### config.mk
export PLATFORM = sky130hd
export DESIGN_NAME = bmg_ctrl
export DESIGN_NICKNAME = d
export VERILOG_FILES = /design/src/rtl/bmg_pkg.sv /design/src/rtl/bmg_ctrl.sv
export SDC_FILE = /design/constraint.sdc
export NUM_CORES = 1
export LEC_CHECK = 0
export CAP_MARGIN = 20
export CORE_ASPECT_RATIO = 0.6
export CORE_UTILIZATION = 45
export CTS_BUF_LIST = sky130_fd_sc_hd__clkbuf_8
export DETAILED_ROUTE_END_ITERATION = 10
export DONT_BUFFER_PORTS = 1
export HOLD_SLACK_MARGIN = 0.05
export SYNTH_ARGS = -nofsm -noshare
export SYNTH_HDL_FRONTEND = slang
export SYNTH_SLANG_ARGS = --single-unit
export TNS_END_PERCENT = 5
### constraint.sdc
create_clock -name clock -period 1.82 [get_ports clock]
set_input_delay 0.182 -clock clock [delete_from_list [all_inputs] [get_ports clock]]
set_output_delay 0.182 -clock clock [all_outputs]
set_load 0.005 [all_outputs]
### src/rtl/bmg_pkg.sv
// shared types, constants and tables of the box-muller gaussian generator
package bmg_pkg;

   localparam int UNIFORM_BITS_DEF  = 53;
   localparam int OUT_FRAC_BITS_DEF = 28;

   localparam logic [63:0] LCG_MUL     = 64'd6364136223846793005;
   localparam logic [63:0] LCG_INC     = 64'd1442695040888963407;
   localparam logic [31:0] TWO_LN2_Q29 = 32'd744261118;
   localparam logic [31:0] TWO_PI_Q29  = 32'd3373259426;
   localparam logic [63:0] SCALE_RESET = 64'h0000_0000_8000_0000;

   localparam logic [1:0] CSR_SEED_IDX  = 2'd0;
   localparam logic [1:0] CSR_SCALE_IDX = 2'd1;

   localparam int TERM_COUNT = 10;

   typedef enum logic [4:0] {
      OP_NOP, OP_START, OP_LCG0, OP_LCG1, OP_LCG2, OP_NORM, OP_SQR,
      OP_LN0, OP_LN1, OP_ROOT0, OP_ROOT, OP_ANG, OP_A2,
      OP_T0, OP_T1, OP_T2, OP_Z, OP_OUT
   } op_type;

   typedef enum logic [3:0] {
      ST_IDLE, ST_LCG, ST_NORM, ST_LOG, ST_LN, ST_ROOT, ST_COS, ST_TERM, ST_Z, ST_OUT
   } state_type;

   typedef struct packed {
      op_type     op;
      logic [4:0] idx;
      logic       restart;
   } cmd_type;

   // taylor divisor (2n-1)(2n) for term n = idx+1
   function automatic logic [8:0] term_div(input logic [3:0] idx);
      logic [8:0] d;
      case (idx)
         4'd0:    d = 9'd2;
         4'd1:    d = 9'd12;
         4'd2:    d = 9'd30;
         4'd3:    d = 9'd56;
         4'd4:    d = 9'd90;
         4'd5:    d = 9'd132;
         4'd6:    d = 9'd182;
         4'd7:    d = 9'd240;
         4'd8:    d = 9'd306;
         default: d = 9'd380;
      endcase
      return d;
   endfunction

   // floor(2^s / d), s = 31 + floor(log2 d)
   function automatic logic [31:0] term_recip(input logic [3:0] idx);
      logic [31:0] m;
      case (idx)
         4'd0:    m = 32'd2147483648;
         4'd1:    m = 32'd1431655765;
         4'd2:    m = 32'd1145324612;
         4'd3:    m = 32'd1227133513;
         4'd4:    m = 32'd1527099483;
         4'd5:    m = 32'd2082408385;
         4'd6:    m = 32'd1510318170;
         4'd7:    m = 32'd1145324612;
         4'd8:    m = 32'd1796587627;
         default: m = 32'd1446725826;
      endcase
      return m;
   endfunction

   function automatic logic [5:0] term_shift(input logic [3:0] idx);
      logic [5:0] s;
      case (idx)
         4'd0:    s = 6'd32;
         4'd1:    s = 6'd34;
         4'd2:    s = 6'd35;
         4'd3:    s = 6'd36;
         4'd4:    s = 6'd37;
         4'd5:    s = 6'd38;
         4'd6:    s = 6'd38;
         4'd7:    s = 6'd38;
         4'd8:    s = 6'd39;
         default: s = 6'd39;
      endcase
      return s;
   endfunction

endpackage

### src/rtl/bmg_ctrl.sv
// sequencer of the box-muller gaussian generator
module bmg_ctrl (
   input  logic             clock,
   input  logic             reset,
   input  logic             req_valid,
   output logic             req_ready,
   input  logic             req_restart,
   output logic             rsp_valid,
   input  logic             rsp_ready,
   output bmg_pkg::cmd_type cmd
);

   localparam logic [4:0] LCG_LAST  = 5'd1;
   localparam logic [4:0] NORM_LAST = 5'd5;
   localparam logic [4:0] LOG_LAST  = 5'd27;
   localparam logic [4:0] ROOT_LAST = 5'd31;
   localparam logic [4:0] TERM_LAST = 5'(bmg_pkg::TERM_COUNT - 1);

   bmg_pkg::state_type state_ff, state_in;
   logic [4:0] cnt_ff, cnt_in;
   logic [1:0] phase_ff, phase_in;
   logic       rsp_valid_ff, rsp_valid_in;

   always_ff @(posedge clock) begin
      if (reset) begin
         state_ff     <= bmg_pkg::ST_IDLE;
         cnt_ff       <= '0;
         phase_ff     <= '0;
         rsp_valid_ff <= 1'b0;
      end else begin
         state_ff     <= state_in;
         cnt_ff       <= cnt_in;
         phase_ff     <= phase_in;
         rsp_valid_ff <= rsp_valid_in;
      end
   end

   always_comb begin
      state_in     = state_ff;
      cnt_in       = cnt_ff;
      phase_in     = phase_ff;
      rsp_valid_in = rsp_valid_ff & ~rsp_ready;
      req_ready    = 1'b0;
      cmd.op       = bmg_pkg::OP_NOP;
      cmd.idx      = cnt_ff;
      cmd.restart  = 1'b0;
      case (state_ff)
         bmg_pkg::ST_IDLE: begin
            req_ready = 1'b1;
            if (req_valid) begin
               cmd.op      = bmg_pkg::OP_START;
               cmd.restart = req_restart;
               state_in    = bmg_pkg::ST_LCG;
               cnt_in      = '0;
               phase_in    = '0;
            end
         end
         bmg_pkg::ST_LCG: begin
            case (phase_ff)
               2'd0:    cmd.op = bmg_pkg::OP_LCG0;
               2'd1:    cmd.op = bmg_pkg::OP_LCG1;
               default: cmd.op = bmg_pkg::OP_LCG2;
            endcase
            if (phase_ff == 2'd2) begin
               phase_in = '0;
               cnt_in   = cnt_ff + 5'd1;
               if (cnt_ff == LCG_LAST) begin
                  cnt_in   = '0;
                  state_in = bmg_pkg::ST_NORM;
               end
            end else begin
               phase_in = phase_ff + 2'd1;
            end
         end
         bmg_pkg::ST_NORM: begin
            cmd.op = bmg_pkg::OP_NORM;
            cnt_in = cnt_ff + 5'd1;
            if (cnt_ff == NORM_LAST) begin
               cnt_in   = '0;
               state_in = bmg_pkg::ST_LOG;
            end
         end
         bmg_pkg::ST_LOG: begin
            cmd.op = bmg_pkg::OP_SQR;
            cnt_in = cnt_ff + 5'd1;
            if (cnt_ff == LOG_LAST) begin
               cnt_in   = '0;
               phase_in = '0;
               state_in = bmg_pkg::ST_LN;
            end
         end
         bmg_pkg::ST_LN: begin
            case (phase_ff)
               2'd0:    cmd.op = bmg_pkg::OP_LN0;
               2'd1:    cmd.op = bmg_pkg::OP_LN1;
               default: cmd.op = bmg_pkg::OP_ROOT0;
            endcase
            phase_in = phase_ff + 2'd1;
            if (phase_ff == 2'd2) begin
               phase_in = '0;
               cnt_in   = '0;
               state_in = bmg_pkg::ST_ROOT;
            end
         end
         bmg_pkg::ST_ROOT: begin
            cmd.op = bmg_pkg::OP_ROOT;
            cnt_in = cnt_ff + 5'd1;
            if (cnt_ff == ROOT_LAST) begin
               cnt_in   = '0;
               phase_in = '0;
               state_in = bmg_pkg::ST_COS;
            end
         end
         bmg_pkg::ST_COS: begin
            cmd.op   = (phase_ff == 2'd0) ? bmg_pkg::OP_ANG : bmg_pkg::OP_A2;
            phase_in = phase_ff + 2'd1;
            if (phase_ff != 2'd0) begin
               phase_in = '0;
               cnt_in   = '0;
               state_in = bmg_pkg::ST_TERM;
            end
         end
         bmg_pkg::ST_TERM: begin
            case (phase_ff)
               2'd0:    cmd.op = bmg_pkg::OP_T0;
               2'd1:    cmd.op = bmg_pkg::OP_T1;
               default: cmd.op = bmg_pkg::OP_T2;
            endcase
            if (phase_ff == 2'd2) begin
               phase_in = '0;
               cnt_in   = cnt_ff + 5'd1;
               if (cnt_ff == TERM_LAST) begin
                  cnt_in   = '0;
                  state_in = bmg_pkg::ST_Z;
               end
            end else begin
               phase_in = phase_ff + 2'd1;
            end
         end
         bmg_pkg::ST_Z: begin
            cmd.op   = bmg_pkg::OP_Z;
            state_in = bmg_pkg::ST_OUT;
         end
         bmg_pkg::ST_OUT: begin
            if (!rsp_valid_ff || rsp_ready) begin
               cmd.op       = bmg_pkg::OP_OUT;
               rsp_valid_in = 1'b1;
               state_in     = bmg_pkg::ST_IDLE;
            end
         end
         default: state_in = bmg_pkg::ST_IDLE;
      endcase
   end

   assign rsp_valid = rsp_valid_ff;

endmodule

==> summary.txt, run 1 <==
Outcome
  • Result of the run: finished with violations
  • Violations in the final reports: negative setup slack

Logic synthesis
  • Complex-gate fraction of the synthesized area: 32.2%
  • Combined area of all synthesized cells: 1150 um^2
  • Number of enable flip-flop cells after synthesis: 0
  • Simple-gate share of the synthesized area: 28.6%
  • Most used standard cells in the synthesized netlist: sky130_fd_sc_hd__dfxtp_1 (12), sky130_fd_sc_hd__nor2_1 (12), sky130_fd_sc_hd__a21oi_1 (11), sky130_fd_sc_hd__nand2_1 (11), sky130_fd_sc_hd__inv_1 (9)
  • Flip-flop cell with the highest count after synthesis: sky130_fd_sc_hd__dfxtp_1
  • Number of library cell types mapped by synthesis: 52
  • Cells taking the most area after synthesis: sky130_fd_sc_hd__dfxtp_1 (21%), sky130_fd_sc_hd__ha_1 (8.7%), sky130_fd_sc_hd__a21oi_1 (4.8%), sky130_fd_sc_hd__nor2_1 (3.9%), sky130_fd_sc_hd__nand2_1 (3.6%)
  • Dominant combinational cell family by area after synthesis: compound AO/OA/AOI/OAI gates
  • Xor and xnor fraction of the mapped netlist area: 1.52%
  • Mean instance size in the synthesized netlist: 7.53 um^2
  • Post-synthesis cell type with the largest combined area: sky130_fd_sc_hd__dfxtp_1
  • Sequential area share after synthesis: 20.8%
  • Gate count after technology mapping: 153
  • Synth top area share: 20.8%
  • Register bit total from synthesis: 12
  • Proportion of synthesized area in mux cells: 0%
  • Fraction of registers with async set or reset after synthesis: 0%
  • Synthesized-area fraction occupied by adder cells: 8.69%
  • Nets in the synthesized netlist: 166
  • Warning count from the yosys run: 0

Critical path
  • R2R Path Start: cnt_ff[2]
  • Critical path start-end classification: register to register
  • Worst path top cell family by delay: simple AND/OR/NAND/NOR gates
  • Critical path capture point type: register
  • Launching element type of the critical path: register
  • Worst path cell trace: and3_4, ha_4, a2bb2oi_4, nor2_4, or3_4, o41ai_2
  • Worst path required time: 1960 ps
  • Reg-to-reg endpoint: state_ff[3]
  • Cell count of the worst reg-to-reg path: 6
  • Cell with the biggest individual delay on the critical path: sky130_fd_sc_hd__dfxtp_1
  • Worst R2R Setup Slack: -130 ps
  • Signal arrival time at the worst endpoint: 2090 ps
  • Worst path buffer plus inverter count: 0
  • Stage delay of the slowest cell on the critical path: 470 ps
  • Biggest fanout along the worst timing path: 6

Job
  • Max-capacitance violation count: 0

Worst hold path
  • Type of the tightest min-delay check: primary input to register
  • Endpoint, Worst Hold: cnt_ff[4]
  • Min-Delay Startpoint: reset
  • Cells on Worst Hold Path: 2

STA
  • Setup clock skew after layout: 1.03 ps
  • Max Clk Rate: 513 MHz
  • Slew of the pin with the lowest slew margin: 519 ps
  • Final Worst Setup Slack: -130 ps
  • Final critical delay including setup and external delays: 1950 ps
  • Period utilization: 107%
  • Total setup violations reported at the end of the flow: 2
  • Hold Fails Final Rpt: 0
  • Fin. max-slew vios: 0
  • Setup repair after global routing missed its margin: yes
  • Max-slew headroom at the worst pin: 65.0%

Floorplan
  • Starting density of the core: 50.2%
  • Die area: 2770 um^2
  • Area of the core: 2290 um^2
  • DIE HEIGHT: 41.2 um
  • Die extent in x: 67.3 um
  • Number of top-level pins: 18
  • Number of core rows: 13

Placed design
  • RD Place Congestion: 0.830
  • Setup WS pre-CTS: -169 ps
  • Post-DP HPWL: 2900 um
  • Number of buffers inserted by port buffering: 0
  • Cell area after placement: 1390 um^2

Final layout
  • Finished Cell Area: 1730 um^2
  • Area of all sequential standard cells: 254 um^2
  • Share of post-route cells with drive strength above 1: 44.7%
  • Count of antenna diodes in the layout: 0
  • Fraction of the core area covered by cells at the end of the flow: 75.5%
  • Area taken by multi-input logic gates: 1010 um^2
  • Synthesis-to-finish area growth: 50.2%
  • Number of fill cells in the layout: 168
  • Final-stage net count: 205

Drt
  • Routed via count divided by cell count: 6.27
  • First drt pass iteration count: 4
  • Initial drt markers: 114
  • Number of antenna-violating nets in the routed design: 0
  • Post-detailed-route DRC marker count: 0
  • Total vias in the final route: 1,379
  • Routed wire length per instance: 19.7 um
  • Final wirelength: 4340 um

GRT
  • GR Util All Layers: 32.8%
  • Total overflow reported by the global router: 0
  • Maximum number of pins on one net before global-route repair: 17
  • Antenna violations before repair: 0
  • Number of global-route vias before repair: 1,253
  • First-pass GRT wire length: 6300 um

CTS
  • CTS tree: yes
  • CTS sink cnt: 12
  • Source-to-sink clock delay at the later pin of the worst-skew pair: 240 ps
  • Number of buffers inserted during clock tree synthesis: 3
  • Cell at the root of the clock tree: sky130_fd_sc_hd__clkbuf_8
  • H-Tree Depth: 1
  • Maximum count of clock buffers along a single path: 2
  • Clock-pin slew on the worst setup and hold paths: 50 ps

Pwr
  • Worst vdd rail ir drop: 0.801 mV
  • Power density over cell area: 1180 nW/um^2
  • LEAKAGE: 0.000637 uW
  • Total power draw: 2030 uW
==> worst max-delay path by stage <==
stage | start | end | cells after the start
2_1_floorplan | cnt_ff[1] | state_ff[3] | 8
3_3_place_gp | cnt_ff[0] | state_ff[3] | 8
3_5_place_dp | cnt_ff[0] | state_ff[3] | 8
4_1_cts | state_ff[1] | cnt_ff[2] | 6
5_1_grt | cnt_ff[0] | state_ff[3] | 8
6_report | cnt_ff[2] | state_ff[3] | 6
==> worst reg2reg max path: cells and delay by family, from the launching register on <==
family,cells,cell delay (ps)
adders and majority gates,1,140
and+or+nand+nor,3,720
AOI/OAI and AO/OA,2,540
DFF,1,470
==> repair_timing <==
| item | CTS | global route |
|---|---|---|
| pin swaps | 1 | 12 |
| gates resized for setup | 14 | 31 |
| endpoints found under the setup margin | 10 | 13 |
| setup buffers | 2 | 8 |
| hold endpoints to repair | 9 | 8 |
| hold buffers | 1 | 1 |
==> layout make-up <==
class	count	share of cell area, %
multi-input combinational	120	58.6
sequential	12	14.7
tap	30	2.17
inverter	11	2.39
clock buffer	3	2.39
timing repair buffer	44	19.8
==> cell usage in the layout, fill, tap and decap left out, types with 3 or more instances in the layout <==
| cell type | n |
|---|---|
| sky130_fd_sc_hd__o21ai_0 | 7 |
| sky130_fd_sc_hd__nor2b_1 | 4 |
| sky130_fd_sc_hd__o211ai_1 | 3 |
| sky130_fd_sc_hd__o221ai_1 | 3 |
| sky130_fd_sc_hd__dfxtp_1 | 5 |
| sky130_fd_sc_hd__a31oi_1 | 3 |
| sky130_fd_sc_hd__nand2b_1 | 5 |
| sky130_fd_sc_hd__inv_2 | 4 |
| sky130_fd_sc_hd__nand2_1 | 11 |
| sky130_fd_sc_hd__clkbuf_8 | 3 |
| sky130_fd_sc_hd__nor2_1 | 9 |
| sky130_fd_sc_hd__dfxtp_2 | 5 |
| sky130_fd_sc_hd__inv_1 | 7 |
| sky130_fd_sc_hd__a21oi_1 | 10 |
| sky130_fd_sc_hd__ha_1 | 4 |
| sky130_fd_sc_hd__buf_4 | 40 |
| sky130_fd_sc_hd__nor3_1 | 4 |
==> flip-flops by register name, summed over array words and instances, names as in the netlist <==
register and count:
cnt_ff 5, phase_ff 2, rsp_valid 1, state_ff 4
==> routing by layer <==
metal / up-vias / track usage (%) / wire length, um
li1: 656 / - / -
met1: 648 / 47.3 / 2000
met2: 69 / 48.0 / 1870
met3: 6 / 8.06 / 422
met4: 0 / 8.51 / 46
met5: - / 0 / 0
==> metrics by stage <==
step                TNS, ps  cells  hold WS [ps]
finish                 -206    220           125
global route           -612    220           124
CTS                   -48.9    211         -2.46
detailed placement     -680    206           251
global placement       -410    206           246
floorplan             -20.4    153           283
==> where the power goes <==
part | total, uW | internal (uW) | switching (uW)
registers | 386 | 314 | 71.8
logic | 1410 | 672 | 736
clock network | 240 | 146 | 94.0
==> cell families after synthesis <==
family                     after synthesis
AOI/OAI and AO/OA                       51
xor gates and xnor gates                 2
adders and majority gates                8
buffers and inverters                   21
DFF                                     12
and+or+nand+nor                         59
Note: power is estimated with default switching activity, not from simulation.
==> run 2, diff against run 1 <==
--- a/config.mk
+++ b/config.mk
@@ -12,6 +12,8 @@
 export DETAILED_ROUTE_END_ITERATION = 10
 export DONT_BUFFER_PORTS = 1
 export HOLD_SLACK_MARGIN = 0.05
+export RECOVER_POWER = 25
+export REMOVE_ABC_BUFFERS = 1
 export SYNTH_ARGS = -nofsm -noshare
 export SYNTH_HDL_FRONTEND = slang
 export SYNTH_SLANG_ARGS = --single-unit
==> run 2 against run 1 <==
Compared with the run above:
- the flow finishes with violations (negative hold slack, negative setup slack)
- global-route usage decreased by 3.9 points
- first-iteration DRC count grew 28%
- final area is 3.0% higher
- cell count grew 0.91%
- register-to-register slack better by 100 ps
- clock skew rose by 2.5 ps
- fmax increased by 5.6%
- power grew 6.0%
- sequential share of layout area shrank 0.28 points
- critical endpoint unchanged
==> summary.txt, run 2 (synthesis gave the netlist of run 1 again) <==
Placed design
  • RD Place Congestion: 0.927
  • Cell area after placement: 1450 um^2
  • Number of buffers inserted by port buffering: 0
  • Placed Instances: 214
  • Post-DP HPWL: 2840 um

CTS
  • Cell at the root of the clock tree: sky130_fd_sc_hd__clkbuf_8
  • Number of buffers inserted during clock tree synthesis: 3
  • CTS sink cnt: 12
  • Source-to-sink clock delay at the later pin of the worst-skew pair: 250 ps
  • Post-CTS Hold Fix Bufs: 1
  • H-Tree Depth: 1
  • Clock-pin slew on the worst setup and hold paths: 60 ps
  • CTS tree: yes
  • Maximum count of clock buffers along a single path: 2

Final layout
  • Synthesis-to-finish area growth: 54.6%
  • Finished Cell Area: 1780 um^2
  • Number of fill cells in the layout: 137
  • Largest registers: cnt_ff: 5 flops, state_ff: 4 flops, phase_ff: 2 flops
  • Share of post-route cells with drive strength above 1: 50.0%
  • Most used cells in the layout excluding fill and tap cells: sky130_fd_sc_hd__buf_4 (37), sky130_fd_sc_hd__nand2_1 (11), sky130_fd_sc_hd__a21oi_1 (9), sky130_fd_sc_hd__nor2_1 (8)
  • Number of flip-flops in the largest register: 5
  • Number of standard cells in the layout, taps in and fillers out: 222
  • Register with the most flip-flops: cnt_ff
  • Final-stage net count: 206
  • Count of antenna diodes in the layout: 0
  • Most common library cell in the layout ignoring fill and taps: sky130_fd_sc_hd__buf_4

Critical path
  • Biggest fanout along the worst timing path: 3
  • Signal arrival time at the worst endpoint: 2010 ps
  • R2R Path Start: phase_ff[1]
  • Worst path required time: 1980 ps
  • Launching element type of the critical path: register
  • Critical path start-end classification: register to register
  • Cell count of the worst reg-to-reg path: 8
  • Critical path capture point type: register
  • Worst R2R Setup Slack: -30 ps
  • Reg-to-reg endpoint: state_ff[3]

Pwr
  • LEAKAGE: 0.000659 uW
  • Power density over cell area: 1210 nW/um^2
  • Worst vdd rail ir drop: 0.731 mV

Floorplan
  • Area of the core: 2290 um^2
  • DIE HEIGHT: 41.2 um
  • Die area: 2770 um^2
  • Number of top-level pins: 18
  • Die extent in x: 67.3 um
  • Starting density of the core: 50.2%
  • Number of core rows: 13

Drt
  • Final wirelength: 4110 um
  • Total vias in the final route: 1,436
  • First drt pass iteration count: 5
  • Met2 wire length: 1830 um
  • Number of antenna-violating nets in the routed design: 0
  • Routed via count divided by cell count: 6.47
  • Initial drt markers: 146
  • Met3 WL: 418 um
  • Detailed-routing wirelength on met1: 1800 um
  • Routed wire length per instance: 18.5 um
  • Top Layer Used: met4
  • Post-detailed-route DRC marker count: 0

GRT
  • First-pass GRT wire length: 5460 um
  • Maximum number of pins on one net before global-route repair: 17
  • Total overflow reported by the global router: 0
  • GR Util All Layers: 28.9%
  • Antenna violations before repair: 0
  • Number of global-route vias before repair: 1,082

STA
  • Setup clock skew after layout: 3.51 ps
  • Period utilization: 101%
  • Total setup violations reported at the end of the flow: 1
  • Slew of the pin with the lowest slew margin: 668 ps
  • Fin. max-slew vios: 0
  • Final Hold Slack: -10.7 ps
  • Setup repair after global routing missed its margin: yes
  • Final critical delay including setup and external delays: 1850 ps
  • Max Clk Rate: 541 MHz
  • Max-slew headroom at the worst pin: 54.3%
  • Hold Fails Final Rpt: 4
  • Final Worst Setup Slack: -26.9 ps

Job
  • Max-capacitance violation count: 0

Worst hold path
  • Endpoint, Worst Hold: phase_ff[1]
  • Min-Delay Startpoint: reset
  • Cells on Worst Hold Path: 1
  • Type of the tightest min-delay check: primary input to register

Outcome
  • Result of the run: finished with violations
  • Violations in the final reports: negative hold slack, negative setup slack
==> run 2: cell count changes in the layout (fill, tap and decap cells not counted), moves of 2 or more <==
cell,delta
sky130_fd_sc_hd__inv_4,+2
sky130_fd_sc_hd__nor3_2,+2
sky130_fd_sc_hd__nor2_2,+2
sky130_fd_sc_hd__buf_4,-3
sky130_fd_sc_hd__buf_6,+5
sky130_fd_sc_hd__ha_1,-2
sky130_fd_sc_hd__and3_1,+2
sky130_fd_sc_hd__inv_2,-2
==> run 2: routing by layer <==
| layer | GRT usage [%] | vias up |
|---|---|---|
| li1 | - | 650 |
| met1 | 43.2 | 677 |
| met2 | 41.0 | 93 |
| met3 | 6.67 | 16 |
| met4 | 5.85 | 0 |
| met5 | 0 | - |
==> run 2: power by group <==
group,switching [uW],internal (uW),leakage (uW)
sequential,54.8,311,0.000101
clock,118,192,0.0000288
combinational,771,709,0.000529
total,944,1210,0.000659
==> run 2: repair_timing <==
| action | 4_1_cts | 5_1_grt |
|---|---|---|
| gates resized for setup | 14 | 48 |
| hold endpoints to repair | 9 | 8 |
| endpoints found under the setup margin | 9 | 11 |
| setup buffers | 1 | 3 |
| cloned | 0 | 0 |
| pin swaps | 2 | 13 |
==> run 2: worst max path at each step <==
stage / from / to / slack, ps / depth (start not counted)
after floorplan: state_ff[0] / state_ff[3] / -200 / 5
after global placement: cnt_ff[1] / cnt_ff[2] / -60 / 9
after detailed placement: phase_ff[1] / cnt_ff[3] / -90 / 7
after CTS: cnt_ff[0] / state_ff[3] / -30 / 8
after global routing: cnt_ff[1] / state_ff[0] / -70 / 9
final: phase_ff[1] / state_ff[3] / -30 / 8
==> run 2: worst max-delay path: stages (launching register included) <==
cell	delay (ps)
sky130_fd_sc_hd__dfxtp_4	360
sky130_fd_sc_hd__inv_1	60
sky130_fd_sc_hd__ha_2	190
sky130_fd_sc_hd__and3_1	210
sky130_fd_sc_hd__o21ai_4	200
sky130_fd_sc_hd__buf_4	160
sky130_fd_sc_hd__a21oi_2	60
sky130_fd_sc_hd__or3_4	330
sky130_fd_sc_hd__o41ai_2	180
==> run 2: layout make-up <==
| cell class | instances | area, um^2 | area share [%] |
|---|---|---|---|
| Clock buffer | 4 | 55.1 | 3.09 |
| Inverter | 11 | 46.3 | 2.60 |
| Multi-Input combinational cell | 120 | 1020 | 57.2 |
| Sequential cell | 12 | 256 | 14.4 |
| Tap cell | 30 | 37.5 | 2.11 |
| Timing Repair Buffer | 45 | 367 | 20.6 |
==> run 2: stage by stage <==
step	hold WS [ps]	TNS [ps]	total power, uW	worst slack [ps]	utilization [%]
finish	-10.7	-26.9	2160	-26.9	77.7
global route	-11.9	-386	2260	-73.2	77.7
CTS	-10.7	-25.3	1870	-25.3	68.6
detailed placement	256	-354	1480	-94.4	63.0
global placement	254	-87.1	1450	-56.3	63.0
floorplan	251	-712	981	-203	-
